**src/rtl/fdb_pkg.sv**
```systemverilog
// ---------------------------------------------------------------------------
// fdb_pkg
// Shared types and constants for the forwarding database table engine.
// ---------------------------------------------------------------------------
package fdb_pkg;

	localparam int unsigned TableDepthDefault = 256;
	localparam int unsigned MacWidth   = 48;
	localparam int unsigned IdWidth    = 64;
	localparam int unsigned CountWidth = 9;
	localparam int unsigned QueueDepth = 2;

	typedef enum logic [1:0] {
		MODE_LEARN = 2'd0,
		MODE_AGED  = 2'd1,
		MODE_MOVE  = 2'd2,
		MODE_FLUSH = 2'd3
	} mode_t;

	// classified command handed from front to back
	typedef struct packed {
		mode_t                mode;
		logic                 flush_all;
		logic                 vlan_zero;
		logic                 port_zero;
		logic [MacWidth-1:0]  mac;
		logic [IdWidth-1:0]   vlan;
		logic [IdWidth-1:0]   port;
	} cmd_t;

endpackage

```
**src/rtl/fdb_front.sv**
```systemverilog
// ---------------------------------------------------------------------------
// fdb_front
// Accepts events, classifies flush wildcards, and queues commands.
// ---------------------------------------------------------------------------
module fdb_front
	import fdb_pkg::*;
(
	input  logic                clk,
	input  logic                arst_n,
	input  logic                push,
	output logic                full,
	input  logic [1:0]          mode,
	input  logic [MacWidth-1:0] mac_addr,
	input  logic [IdWidth-1:0]  bridge_vlan_id,
	input  logic [IdWidth-1:0]  bridge_port_id,
	output logic                cmd_valid,
	output cmd_t                cmd,
	input  logic                cmd_take
);

	localparam int unsigned PtrW = $clog2(QueueDepth);

	cmd_t              fifo_q [QueueDepth];
	logic [PtrW-1:0]   wr_ptr_q, rd_ptr_q;
	logic [PtrW:0]     cnt_q;
	cmd_t              cmd_in;
	logic              do_push, do_pop;

	always_comb begin
		cmd_in.mode      = mode_t'(mode);
		cmd_in.vlan_zero = (bridge_vlan_id == '0);
		cmd_in.port_zero = (bridge_port_id == '0);
		cmd_in.flush_all = cmd_in.vlan_zero && cmd_in.port_zero;
		cmd_in.mac       = mac_addr;
		cmd_in.vlan      = bridge_vlan_id;
		cmd_in.port      = bridge_port_id;
	end

	assign full      = (cnt_q == (PtrW+1)'(QueueDepth));
	assign cmd_valid = (cnt_q != '0);
	assign cmd       = fifo_q[rd_ptr_q];
	assign do_push   = push && !full;
	assign do_pop    = cmd_take && cmd_valid;

	always_ff @(posedge clk) begin
		if (do_push) begin
			fifo_q[wr_ptr_q] <= cmd_in;
		end
	end

	always_ff @(posedge clk or negedge arst_n) begin
		if (!arst_n) begin
			wr_ptr_q <= '0;
			rd_ptr_q <= '0;
			cnt_q    <= '0;
		end else begin
			if (do_push) begin
				wr_ptr_q <= wr_ptr_q + 1'b1;
			end
			if (do_pop) begin
				rd_ptr_q <= rd_ptr_q + 1'b1;
			end
			cnt_q <= cnt_q + (PtrW+1)'(do_push) - (PtrW+1)'(do_pop);
		end
	end

endmodule

```
**config.mk**
```make
export PLATFORM = sky130hd
export DESIGN_NAME = fdb_front
export DESIGN_NICKNAME = d
export VERILOG_FILES = /design/src/rtl/fdb_pkg.sv /design/src/rtl/fdb_front.sv
export SDC_FILE = /design/constraint.sdc
export NUM_CORES = 1
export LEC_CHECK = 0
export BUFFER_PORTS_ARGS = -buffer_cell sky130_fd_sc_hd__buf_2
export CORE_ASPECT_RATIO = 0.5
export CORE_MARGIN = 4
export CORE_UTILIZATION = 30
export CTS_BUF_LIST = sky130_fd_sc_hd__clkbuf_2
export DETAILED_ROUTE_END_ITERATION = 8
export PLACE_DENSITY = 0.56
export SLEW_MARGIN = 10
export SYNTH_ARGS = -nofsm -noshare
export SYNTH_HDL_FRONTEND = slang
export SYNTH_SLANG_ARGS = --single-unit
```
**constraint.sdc**
```tcl
create_clock -name clk -period 18.75 [get_ports clk]
set_input_delay 3.75 -clock clk [delete_from_list [all_inputs] [get_ports clk]]
set_output_delay 3.75 -clock clk [all_outputs]
set_load 0.01 [all_outputs]
```
==> metrics.md, run 1 <==
| Metric | Value |
|---|---|
| RR Startpoint | cnt_q[1] |
| Port bufs | 364 |
| Post-cts sizing count | 0 |
| Area Overhead vs Synth | 24.27% |
| Layout cells sized above 1 | about three fifths |
| Core Footprint | about 0.044 sq mm |
| Crit-path max FO | slightly above 70 |
| Routed len/inst | slightly above 20 um |
| Critical path required time | around 15000 ps |
| Global-route usage over all layers | a little over an eighth |
| Die width | slightly above 300 um |
| Peak supply drop | 68.86 uV |
| Worst Path Buf+Inv | 2 |
| Worst Setup End Kind | primary output |
| Pin count of the biggest net entering global routing | 85 |
| Outcome | completed |
| Max_slew headroom | ~22% |
| Critical path depth in cells | 3 |
| Die area | 0.04867 sq mm |
| Power per cell area | around 150 mW/mm^2 |
| Final WL | ~35 mm |
| Main flop type after synthesis | edfxtp_1 |
| Via count | about 7600 |
| Gpl congestion | approximately 0.80 |
| CP Cell Sequence | buf_4 -> mux2_2 -> buf_2 |
| Final setup fails | 0 |
| # IOs | about 370 |
| Design area | between 0.015 and 0.02 sq mm |
| ANT nets after route | 0 |
| Area after DPL | 0.01603 sq mm |
| Async SR Flop Fraction | between 1 and 1.5% |
| Fin util | 38.15% |
| Sequential fraction of the synthesis area | about four fifths |
| Crit path DAT | roughly 3500 ps |
| EDFF count, synth | about 360 |
| Initial Utilization | between 30% and 40% |
| Critical path's top delay family | flip-flops |
| Hold Crit Depth | 1 |
| Fin cells | between 1500 and 2000 |
| DR iter-0 viols | between 300 and 400 |
| DP HPWL | around 24 mm |
| Cts hold-fix bufs | 0 |
| Setup Crit Path Kind | reg2out |
| Syn Inst Count | between 600 and 700 |
| H-tree depth | 3 |
| Seq. cell area | ~0.011 sq mm |
| Area of the multi-input gates | about 0.0024 sq mm |
| Synth Register Bits | roughly 370 |
| Remaining DRCs | 0 |
| Clock buffer count from CTS | 86 |
| R2r setup slk | between 15000 and 20000 ps |
| Cell at the root of the clock tree | clkbuf_2 |
| FP Rows | 54 |
| Clk Latency, worst-skew pair | approximately 900 ps |
| Yosys cell types | 18 |
| Max-cap violations | 0 |
| Fmax | roughly 140 MHz |
| Yosys warnings | 0 |
| Congestion Overflow GR | 0 |
| Antenna violations before repair | 7 |
| Reg2reg end | fifo_q[0][131] |
| RSZ-0062 raised after global routing | false |
| CTS clk-pin slew, worst paths | about 110 ps |
| NumNets Final | between 1000 and 1500 |
| Final Hold Viols | 0 |
| LEAKAGE | 0.006227 uW |
| Worst clock skew | approximately 77 ps |
| First-pass GRT wire length | 49.36 mm |
| Max Slew Vio Count | 0 |
| CP startpoint kind | register |
| Worst setup path endpoint | cmd[23] |
| Final critical-path share of the clock period | between 30 and 40% |
| Die height | 158.0 um |
| TritonCTS clock tree | built |
| Max clock buf depth | 3 |
| Syn nets | 808 |
| Synth Cell Area | about 0.014 sq mm |
| Synthesized area per cell | between 20 and 25 sq um |
| # placed instances | 1563 |
| Pre-Repair DR Iteration Count | 4 |
| CP max stage cell | dfrtp_4 |
| Vias in the first global route | ~8300 |
| CP peak stage delay | approximately 1100 ps |
| Vias per cell | 4.425 |
| Crit. Startpoint | rd_ptr_q |
| Clock net sink count | 366 |
| Fillers | between 4000 and 5000 |
| HP Class | reg2reg |
| Tightest hold margin | around 520 ps |
| Worst r2r path cells | 5 |
| Fin Setup TNS | 0 ps |
| Setup Buffers After CTS | 0 |
| Slew @ Worst Pin | around 1200 ps |
| Period minus WS final | between 7000 and 8000 ps |
==> state kept, by name, summed over array words and instances (netlist names) <==
register / count
rd_ptr_q: 1
wr_ptr_q: 1
fifo_q: 362
cnt_q: 2
==> kinds of logic after synthesis <==
kind of cell	after synthesis	share of synthesized area [%]
flops	366	81.25
mux	181	15.10
simple gates	49	2.419
buf+inv	22	0.7877
xor+xnor	4	0.2595
fa+ha+maj	2	0.1853
==> worst min path at each step <==
stage | from | endpoint | slack, ps
after floorplan | cnt_q[1] | cnt_q[1] | 460
after global placement | cnt_q[1] | cnt_q[1] | 480
after detailed placement | cnt_q[1] | cnt_q[1] | 500
after CTS | cnt_q[1] | cnt_q[1] | 520
after global routing | cnt_q[1] | cnt_q[1] | 530
final | cnt_q[1] | cnt_q[1] | 520
==> synth_stat cells (all sizes together), types with 2 or more instances <==
| cell type | count | area (sq um) |
|---|---|---|
| nor4 | 34 | 237.7 |
| dfrtp | 4 | 100.1 |
| inv | 2 | 7.510 |
| ha | 2 | 25.02 |
| edfxtp | 362 | 10870 |
| buf | 19 | 95.09 |
| mux2 | 181 | 2038 |
| xnor2 | 3 | 26.28 |
| nand4 | 8 | 50.05 |
| and2 | 2 | 12.51 |
==> through the flow <==
step / setup WS [ps] / total power, uW
5_1_grt: 11180 / 2590
4_1_cts: 11270 / 2502
6_report: 11500 / 2452
3_5_place_dp: 12400 / 1990
3_3_place_gp: 12440 / 1973
2_1_floorplan: 6674 / 1686
==> report_power, final <==
part / leakage [uW] / internal (uW) / switching [uW] / total [uW]
logic: 0.00225 / 330 / 431 / 761
registers: 0.00341 / 1120 / 71.2 / 1190
clock network: 0.000562 / 197 / 304 / 501
==> metal layers <==
metal / vias to the layer above / global-route usage, % / routed length [um]
li1: 3463 / - / -
met1: 3862 / 12.76 / 11690
met2: 158 / 28.10 / 21320
met3: 75 / 3.422 / 1182
met4: 0 / 6.483 / 1071
met5: - / 0 / 0
==> cell usage in the layout, fill, tap and decap left out, drive strengths merged <==
cell type	instances
buf	371
edfxtp	362
mux2	181
clkbuf	120
nor4	34
clkinv	15
nand4	8
diode	7
dfrtp	4
xnor2	3
inv	3
and2	2
ha	2
bufinv	2
or2	1
nand2b	1
nand2	1
nor2	1
and3	1
xor2	1
==> worst register-to-register path: stages (launching register included) <==
cell	delay (ps)
dfrtp_1	420
nand2b_1	130
nand2_1	150
nor2_4	120
buf_4	730
buf_4	940
==> cell type report <==
type / instances / share of cell area, %
Sequential cell: 366 / 65.41
Timing Repair Buffer: 371 / 11.17
Tap cell: 588 / 4.385
Clock buffer: 120 / 3.579
Multi-Input combinational cell: 236 / 14.53
Clock inverter: 18 / 0.7830
Antenna cell: 7 / 0.1044
Inverter: 2 / 0.04474
Power figures use the tool's default switching activity.
==> run 2, diff against run 1 <==
--- a/config.mk
+++ b/config.mk
@@ -5,13 +5,14 @@
 export SDC_FILE = /design/constraint.sdc
 export NUM_CORES = 1
 export LEC_CHECK = 0
+export ABC_AREA = 1
 export BUFFER_PORTS_ARGS = -buffer_cell sky130_fd_sc_hd__buf_2
 export CORE_ASPECT_RATIO = 0.5
 export CORE_MARGIN = 4
 export CORE_UTILIZATION = 30
 export CTS_BUF_LIST = sky130_fd_sc_hd__clkbuf_2
 export DETAILED_ROUTE_END_ITERATION = 8
-export PLACE_DENSITY = 0.56
+export PLACE_DENSITY = 0.57
 export SLEW_MARGIN = 10
 export SYNTH_ARGS = -nofsm -noshare
 export SYNTH_HDL_FRONTEND = slang
==> constraint.sdc (replaced) <==
create_clock -name clk -period 6.4 [get_ports clk]
set_input_delay 1.28 -clock clk [delete_from_list [all_inputs] [get_ports clk]]
set_output_delay 1.28 -clock clk [all_outputs]
set_load 0.01 [all_outputs]
==> run 2 against run 1 <==
  * Combinational power grew to 3.4 times the previous value
  * First-iteration DRC count is 50% higher
  * Design area is 1.8% higher
  * Non-clock buffer count is 2 higher
  * Register-to-register slack worse by 12000 ps
  * Critical path type unchanged
  * Largest power group unchanged
  * Highest routed layer is now met5
==> metrics.md, run 2 <==
| Metric | Value |
|---|---|
| Outcome | completed |
| TritonCTS clock tree | built |
| Port bufs | 364 (unchanged) |
| Main flop type after synthesis | edfxtp_1 |
| First-pass GRT wire length | 54.37 mm (+10%) |
| Final critical-path share of the clock period | 80.23% |
| Worst Path Buf+Inv | 3 (+1) |
| Pin count of the biggest net entering global routing | 176 (+110%) |
| Routed len/inst | 16.98 um (-18%) |
| Congestion Overflow GR | 0 (unchanged) |
| NumNets Final | 1702 (+36%) |
| Seq. cell area | 0.01097 sq mm (unchanged) |
| CP startpoint kind | register |
| Setup Crit Path Kind | reg2out |
| # placed instances | 2025 (+30%) |
| LEAKAGE | 0.007361 uW (+18%) |
| Hold Crit Depth | 1 (unchanged) |
| Clock buffer count from CTS | 88 (+2.3%) |
| Area after DPL | 0.01627 sq mm (+1.5%) |
| Global-route usage over all layers | 14.32% (+0.60 points) |
| Synth top area cells | edfxtp_1 78%, nand2_1 16%, nor2_1 2.4% |
| EDFF count, synth | 362 (unchanged) |
| Gpl congestion | 0.8036 (+0.26%) |
| Post-synth top cells | 586 x nand2_1, 362 x edfxtp_1, 88 x nor2_1 |
| FP Rows | 55 (+1.9%) |
| CP Cell Sequence | buf_4 -> buf_4 -> nand2_1 -> nand2_1 -> buf_2 |
| Fillers | 4478 (+7.0%) |
| Layout cells sized above 1 | 32.42% (-29 points) |
| Power per cell area | 441.3 mW/mm^2 (+200%) |
| Routing usage on met1 | 14.86% (+2.1 points) |
| Most common cell after layout, fill and taps aside | nand2_1 |
| RSZ-0062 raised after global routing | false |
| H-tree depth | 3 (unchanged) |
| Fin util | 37.62% (-0.52 points) |
| Area of the multi-input gates | 0.002620 sq mm (+7.5%) |
| Yosys warnings | 0 (unchanged) |
| GR Util met3 | 3.294% (-0.13 points) |
| Vias in the first global route | 9089 (+9.8%) |
| Commonest non-fill, non-tap cells in the layout | 586 x nand2_1, 364 x buf_2, 362 x edfxtp_1 |
| Die area | 0.04994 sq mm (+2.6%) |
| Post-cts sizing count | 0 (unchanged) |
| CP peak stage delay | 880 ps (-240 ps) |
| Syn Inst Count | 1095 (+75%) |
| Worst hold endpoint | fifo_q[1][148] |
| Largest Register | fifo_q |
| Worst r2r path cells | 4 (-1) |
| Area Overhead vs Synth | 23.22% |
| Max clock buf depth | 3 (unchanged) |
| Syn nets | 1279 (+58%) |
| Final setup fails | 0 (unchanged) |
| Reg2reg end | fifo_q[1][46] |
| HP Class | in2reg |
| Pre-Repair DR Iteration Count | 5 (+1) |
| Max-cap violations | 0 (unchanged) |
| Fin cells | 2179 (+28%) |
| Antenna violations before repair | 8 (+1) |
| Power Total | 7541 uW (+210%) |
| Design area | 0.01709 sq mm (+1.8%) |
| Largest register FFs | 362 (unchanged) |
| Setup Buffers After CTS | 0 (unchanged) |
| Yosys cell types | 13 (-5) |
| Crit. Startpoint | rd_ptr_q |
| Max Slew Vio Count | 0 (unchanged) |
| Top-area cell type share of the netlist area | 78.39% (-2.1 points) |
| Period minus WS final | approximately 5000 ps |
| RR Startpoint | cnt_q[1] |
| Max_slew headroom | 27.51% (+5.4 points) |
| Vias per cell | 4.191 (-5.3%) |
| Slew @ Worst Pin | 1087 ps (-81.13 ps) |
| Async SR Flop Fraction | 1.093% (unchanged) |
| Synth area leader | edfxtp_1 |
| Synth Register Bits | 366 (unchanged) |
| Fmax | 194.7 MHz |
| Synthesized area per cell | 12.66 sq um (-41%) |
| Remaining DRCs | 0 (unchanged) |
| CP max stage cell | dfrtp_4 |
| Critical path required time | 5120 ps (-9880 ps) |
| Grt met2 use | 27.75% (-0.35 points) |
| Crit path DAT | 3850 ps (+350 ps) |
| Most common cell in the synthesized netlist | nand2_1 |
| DP HPWL | 24.39 mm (-0.19%) |
| Cell at the root of the clock tree | clkbuf_2 |
| Die width | 312.1 um (+1.3%) |
| Via count | 9132 (+21%) |
| ANT nets after route | 0 (unchanged) |
| Critical path's top delay family | buffers and inverters |
| Regs by FF count | fifo_q x362, cnt_q x2 |
| Top Usage Layer GRT | met2 |
| Clock net sink count | 366 (unchanged) |
| R2r setup slk | 4010 ps (-11800 ps) |
| Final Hold Viols | 0 (unchanged) |
| Crit-path max FO | 76 (+7.0%) |
| Peak supply drop | 267.3 uV (+290%) |
| Clk Latency, worst-skew pair | 940 ps (+30 ps) |
| Die height | 160.0 um (+1.3%) |
| # IOs | 365 (unchanged) |
| Sequential fraction of the synthesis area | 79.11% (-2.1 points) |
| Min-delay src | mac_addr[20] |
| Initial Utilization | 30.53% (-0.16 points) |
| Worst Setup End Kind | primary output |
| Final WL | 36.99 mm (+4.9%) |
| Synth Cell Area | 0.01387 sq mm (+2.7%) |
| CTS clk-pin slew, worst paths | 120 ps (about the same) |
| DR iter-0 viols | 555 (+50%) |
| Worst clock skew | 106.2 ps (+29.01 ps) |
| Core Footprint | 0.04542 sq mm (+3.3%) |
run 2: changes by cell type in the layout (fill, tap and decap cells not counted), sizes merged, moves of 2 or more:
cell	change
inv	+5
clkinv	+2
nor2	+87
nand4	-8
xor2	+2
and2	-2
nand2	+585
mux2	-181
xnor2	-2
clkbuf	+3
nor4	-34
run 2: cell families after synthesis:
group	count (synthesis)	share of synthesized area (%)
AOI/OAI and AO/OA	1	0.06317
xor gates and xnor gates	4	0.2527
DFF	366	79.11
and+or+nand+nor	675	18.29
buffers and inverters	47	2.102
adders and majority gates	2	0.1804
run 2: final cells by class:
class / instances / area share, %
inverter: 7 / 0.1831
sequential: 366 / 64.22
clock buffer: 123 / 3.603
clock inverter: 22 / 1.018
tap: 598 / 4.379
antenna: 8 / 0.1172
multi-input combinational: 682 / 15.33
timing repair buffer: 373 / 11.14
run 2: per-layer routing:
| metal | vias to the layer above | wire, um |
|---|---|---|
| met5 | - | 13 |
| met4 | 2 | 1113 |
| met3 | 67 | 1172 |
| met2 | 181 | 21170 |
| met1 | 4325 | 13520 |
| li1 | 4557 | - |
run 2: what timing repair did:
item | in CTS | in global routing
hold buffers | 1 | 0
hold endpoints to repair | 4 | 0
setup endpoints to repair | 0 | 0
run 2: through the flow:
stage | setup TNS [ps] | hold WS, ps | worst slack [ps]
after floorplan | -46170 | 537.5 | -127.7
after global placement | 0 | 562.4 | 2188
after detailed placement | 0 | 564.6 | 2218
after CTS | 0 | 362.7 | 1068
after global routing | 0 | 340.9 | 893.8
final | 0 | 510.9 | 1265
run 2: power by group:
part           internal, uW  switching (uW)  leakage [uW]  total [uW]
clock                   633             902      0.000594        1540
combinational           769            1790       0.00336        2560
sequential             3280             167       0.00341        3440
total                  4680            2860       0.00736        7540
run 2: worst max-delay path by stage:
stage | to | slack, ps | cells past startpoint
2_1_floorplan | fifo_q[0][0] | -130 | 2
3_3_place_gp | cmd[125] | 2190 | 5
3_5_place_dp | cmd[125] | 2220 | 5
4_1_cts | cmd[125] | 1070 | 5
5_1_grt | cmd[49] | 890 | 5
6_report | cmd[125] | 1270 | 5
==> run 3, diff against run 2 <==
--- a/config.mk
+++ b/config.mk
@@ -12,7 +12,7 @@
 export CORE_UTILIZATION = 30
 export CTS_BUF_LIST = sky130_fd_sc_hd__clkbuf_2
 export DETAILED_ROUTE_END_ITERATION = 8
-export PLACE_DENSITY = 0.57
+export PLACE_DENSITY = 0.55
 export SLEW_MARGIN = 10
 export SYNTH_ARGS = -nofsm -noshare
 export SYNTH_HDL_FRONTEND = slang
==> constraint.sdc (replaced) <==
create_clock -name clk -period 4.9 [get_ports clk]
set_input_delay 0.98 -clock clk [delete_from_list [all_inputs] [get_ports clk]]
set_output_delay 0.98 -clock clk [all_outputs]
set_load 0.01 [all_outputs]
==> run 3 against run 2 <==
  * Worst hold slack lost 290 ps
  * Register-to-register slack worse by 1300 ps
  * Largest cell class unchanged
  * Critical path depth unchanged
==> metrics.md, run 3 (synthesized netlist as in run 2, its figures left out) <==
| Metric | Value |
|---|---|
| Outcome | completed |
| Fin util | 37.55% (-0.069 points) |
| Remaining DRCs | 0 (unchanged) |
| Core Footprint | 0.04542 sq mm (unchanged) |
| Via count | 9193 (+0.67%) |
| Peak supply drop | 424.3 uV (+59%) |
| Pin count of the biggest net entering global routing | 182 (+3.4%) |
| Clk Latency, worst-skew pair | 930 ps (about the same) |
| H-tree depth | 3 (unchanged) |
| Post-cts sizing count | 0 (unchanged) |
| Worst clock skew | 53.12 ps (-53.06 ps) |
| Critical path's top delay family | buffers and inverters |
| Commonest non-fill, non-tap cells in the layout | 586 x nand2_1, 364 x buf_2, 362 x edfxtp_1 |
| Vias in the first global route | 9149 (+0.66%) |
| Cell at the root of the clock tree | clkbuf_2 |
| Setup Buffers After CTS | 0 (unchanged) |
| Layout cells sized above 1 | 32.80% (+0.38 points) |
| Pre-Repair DR Iteration Count | 4 (-1) |
| Die width | 312.1 um (unchanged) |
| CTS clk-pin slew, worst paths | 120 ps (about the same) |
| Worst Setup End Kind | primary output |
| CP startpoint kind | register |
| Routed len/inst | 16.96 um (-0.12%) |
| Port bufs | 364 (unchanged) |
| Initial Utilization | 30.53% (unchanged) |
| Worst Path Buf+Inv | 3 (unchanged) |
| ANT nets after route | 0 (unchanged) |
| Final setup fails | 0 (unchanged) |
| RSZ-0062 raised after global routing | false |
| Antenna violations before repair | 5 (-3) |
| NumNets Final | 1705 (+0.18%) |
| Fin cells | 2175 (-0.18%) |
| Critical path required time | 3920 ps (-1200 ps) |
| Largest register FFs | 362 (unchanged) |
| CP peak stage delay | 520 ps (-360 ps) |
| Fmax | ~280 MHz |
| TritonCTS clock tree | built |
| Die area | 0.04994 sq mm (unchanged) |
| Final critical-path share of the clock period | between 70% and 80% |
| Cts hold-fix bufs | 1 (unchanged) |
| Period minus WS final | roughly 3600 ps |
| # IOs | 365 (unchanged) |
| LEAKAGE | 0.007370 uW (+0.12%) |
| Max_slew headroom | 33.50% (+6.0 points) |
| Max-cap violations | 0 (unchanged) |
| CP max stage cell | dfrtp_4 |
| Max clock buf depth | 3 (unchanged) |
| Regs by FF count | fifo_q x362, cnt_q x2 |
| Area Overhead vs Synth | 23.00% |
| First-pass GRT wire length | 54.25 mm (-0.20%) |
| Gpl congestion | 0.8002 (-0.42%) |
| Slew @ Worst Pin | 997.5 ps (-89.80 ps) |
| Congestion Overflow GR | 0 (unchanged) |
| Largest Register | fifo_q |
| Fin Setup TNS | 0 ps (unchanged) |
| DR iter-0 viols | 553 (-0.36%) |
| Global-route usage over all layers | 14.26% (-0.059 points) |
| Most common cell after layout, fill and taps aside | nand2_1 |
| # placed instances | 2027 (+0.099%) |
| HP Class | in2reg |
| Setup Crit Path Kind | reg2out |
| DP HPWL | 24.52 mm (+0.54%) |
| Clock buffer count from CTS | 89 (+1.1%) |
| Crit-path max FO | 83 (+9.2%) |
| Die height | 160.0 um (unchanged) |
| Power per cell area | 569.7 mW/mm^2 (+29%) |
| CP Cell Sequence | inv_6 -> buf_12 -> nand2_1 -> nand2_1 -> buf_2 |
| Final WL | 36.88 mm (-0.30%) |
| FP Rows | 55 (unchanged) |
| Crit path DAT | 2570 ps (-1280 ps) |
| Vias per cell | 4.227 (+0.85%) |
| Fillers | 4454 (-0.54%) |
| Max Slew Vio Count | 0 (unchanged) |
| Tightest hold margin | 222.4 ps (-288.6 ps) |
| Worst path most repeated cell | nand2_1 |
| Clock net sink count | 366 (unchanged) |
| Final Hold Viols | 0 (unchanged) |
==> run 3: final timing paths <==
path,from,endpoint,slack [ps],cells after the start
max in group asynchronous,arst_n,cnt_q[1],4330,2
hold / removal,mac_addr[38],fifo_q[1][166],220,1
min in group asynchronous,arst_n,rd_ptr_q,420,2
setup reg to reg,cnt_q[1],fifo_q[0][16],2700,4
hold reg to reg,cnt_q[0],cnt_q[0],590,1
setup / recovery,rd_ptr_q,cmd[163],1350,5
==> run 3: through the flow <==
stage	worst slack (ps)	power, uW	area (sq um)
after global routing	1057	10380	17060
after floorplan	-1328	6559	13870
final	1346	9717	17060
after global placement	2089	8024	16330
after CTS	1199	9919	17050
after detailed placement	2040	8044	16330
==> run 3: area by class of cell <==
cell class	instances	area [sq um]	area share, %
Sequential cell	366	10970	64.34
Multi-Input combinational cell	682	2620	15.36
Timing Repair Buffer	375	1969	11.55
Tap cell	598	748.2	4.387
Clock buffer	133	665.6	3.903
Clock inverter	10	37.54	0.2201
Inverter	7	31.28	0.1834
Antenna cell	4	10.01	0.05869
==> run 3: where the power goes <==
part	total, uW	leakage [uW]	internal, uW	switching (uW)
sequential	4420	0.00341	4270	144
clock	1850	0.000576	701	1140
combinational	3450	0.00339	1050	2410
==> run 3: metal layers <==
metal	vias up	part of all wire [%]	global-route usage, %
li1	4556	-	-
met1	4431	35	13.84
met2	163	60	29.68
met3	41	3.2	3.151
met4	2	1.5	4.279
met5	-	0.035	0
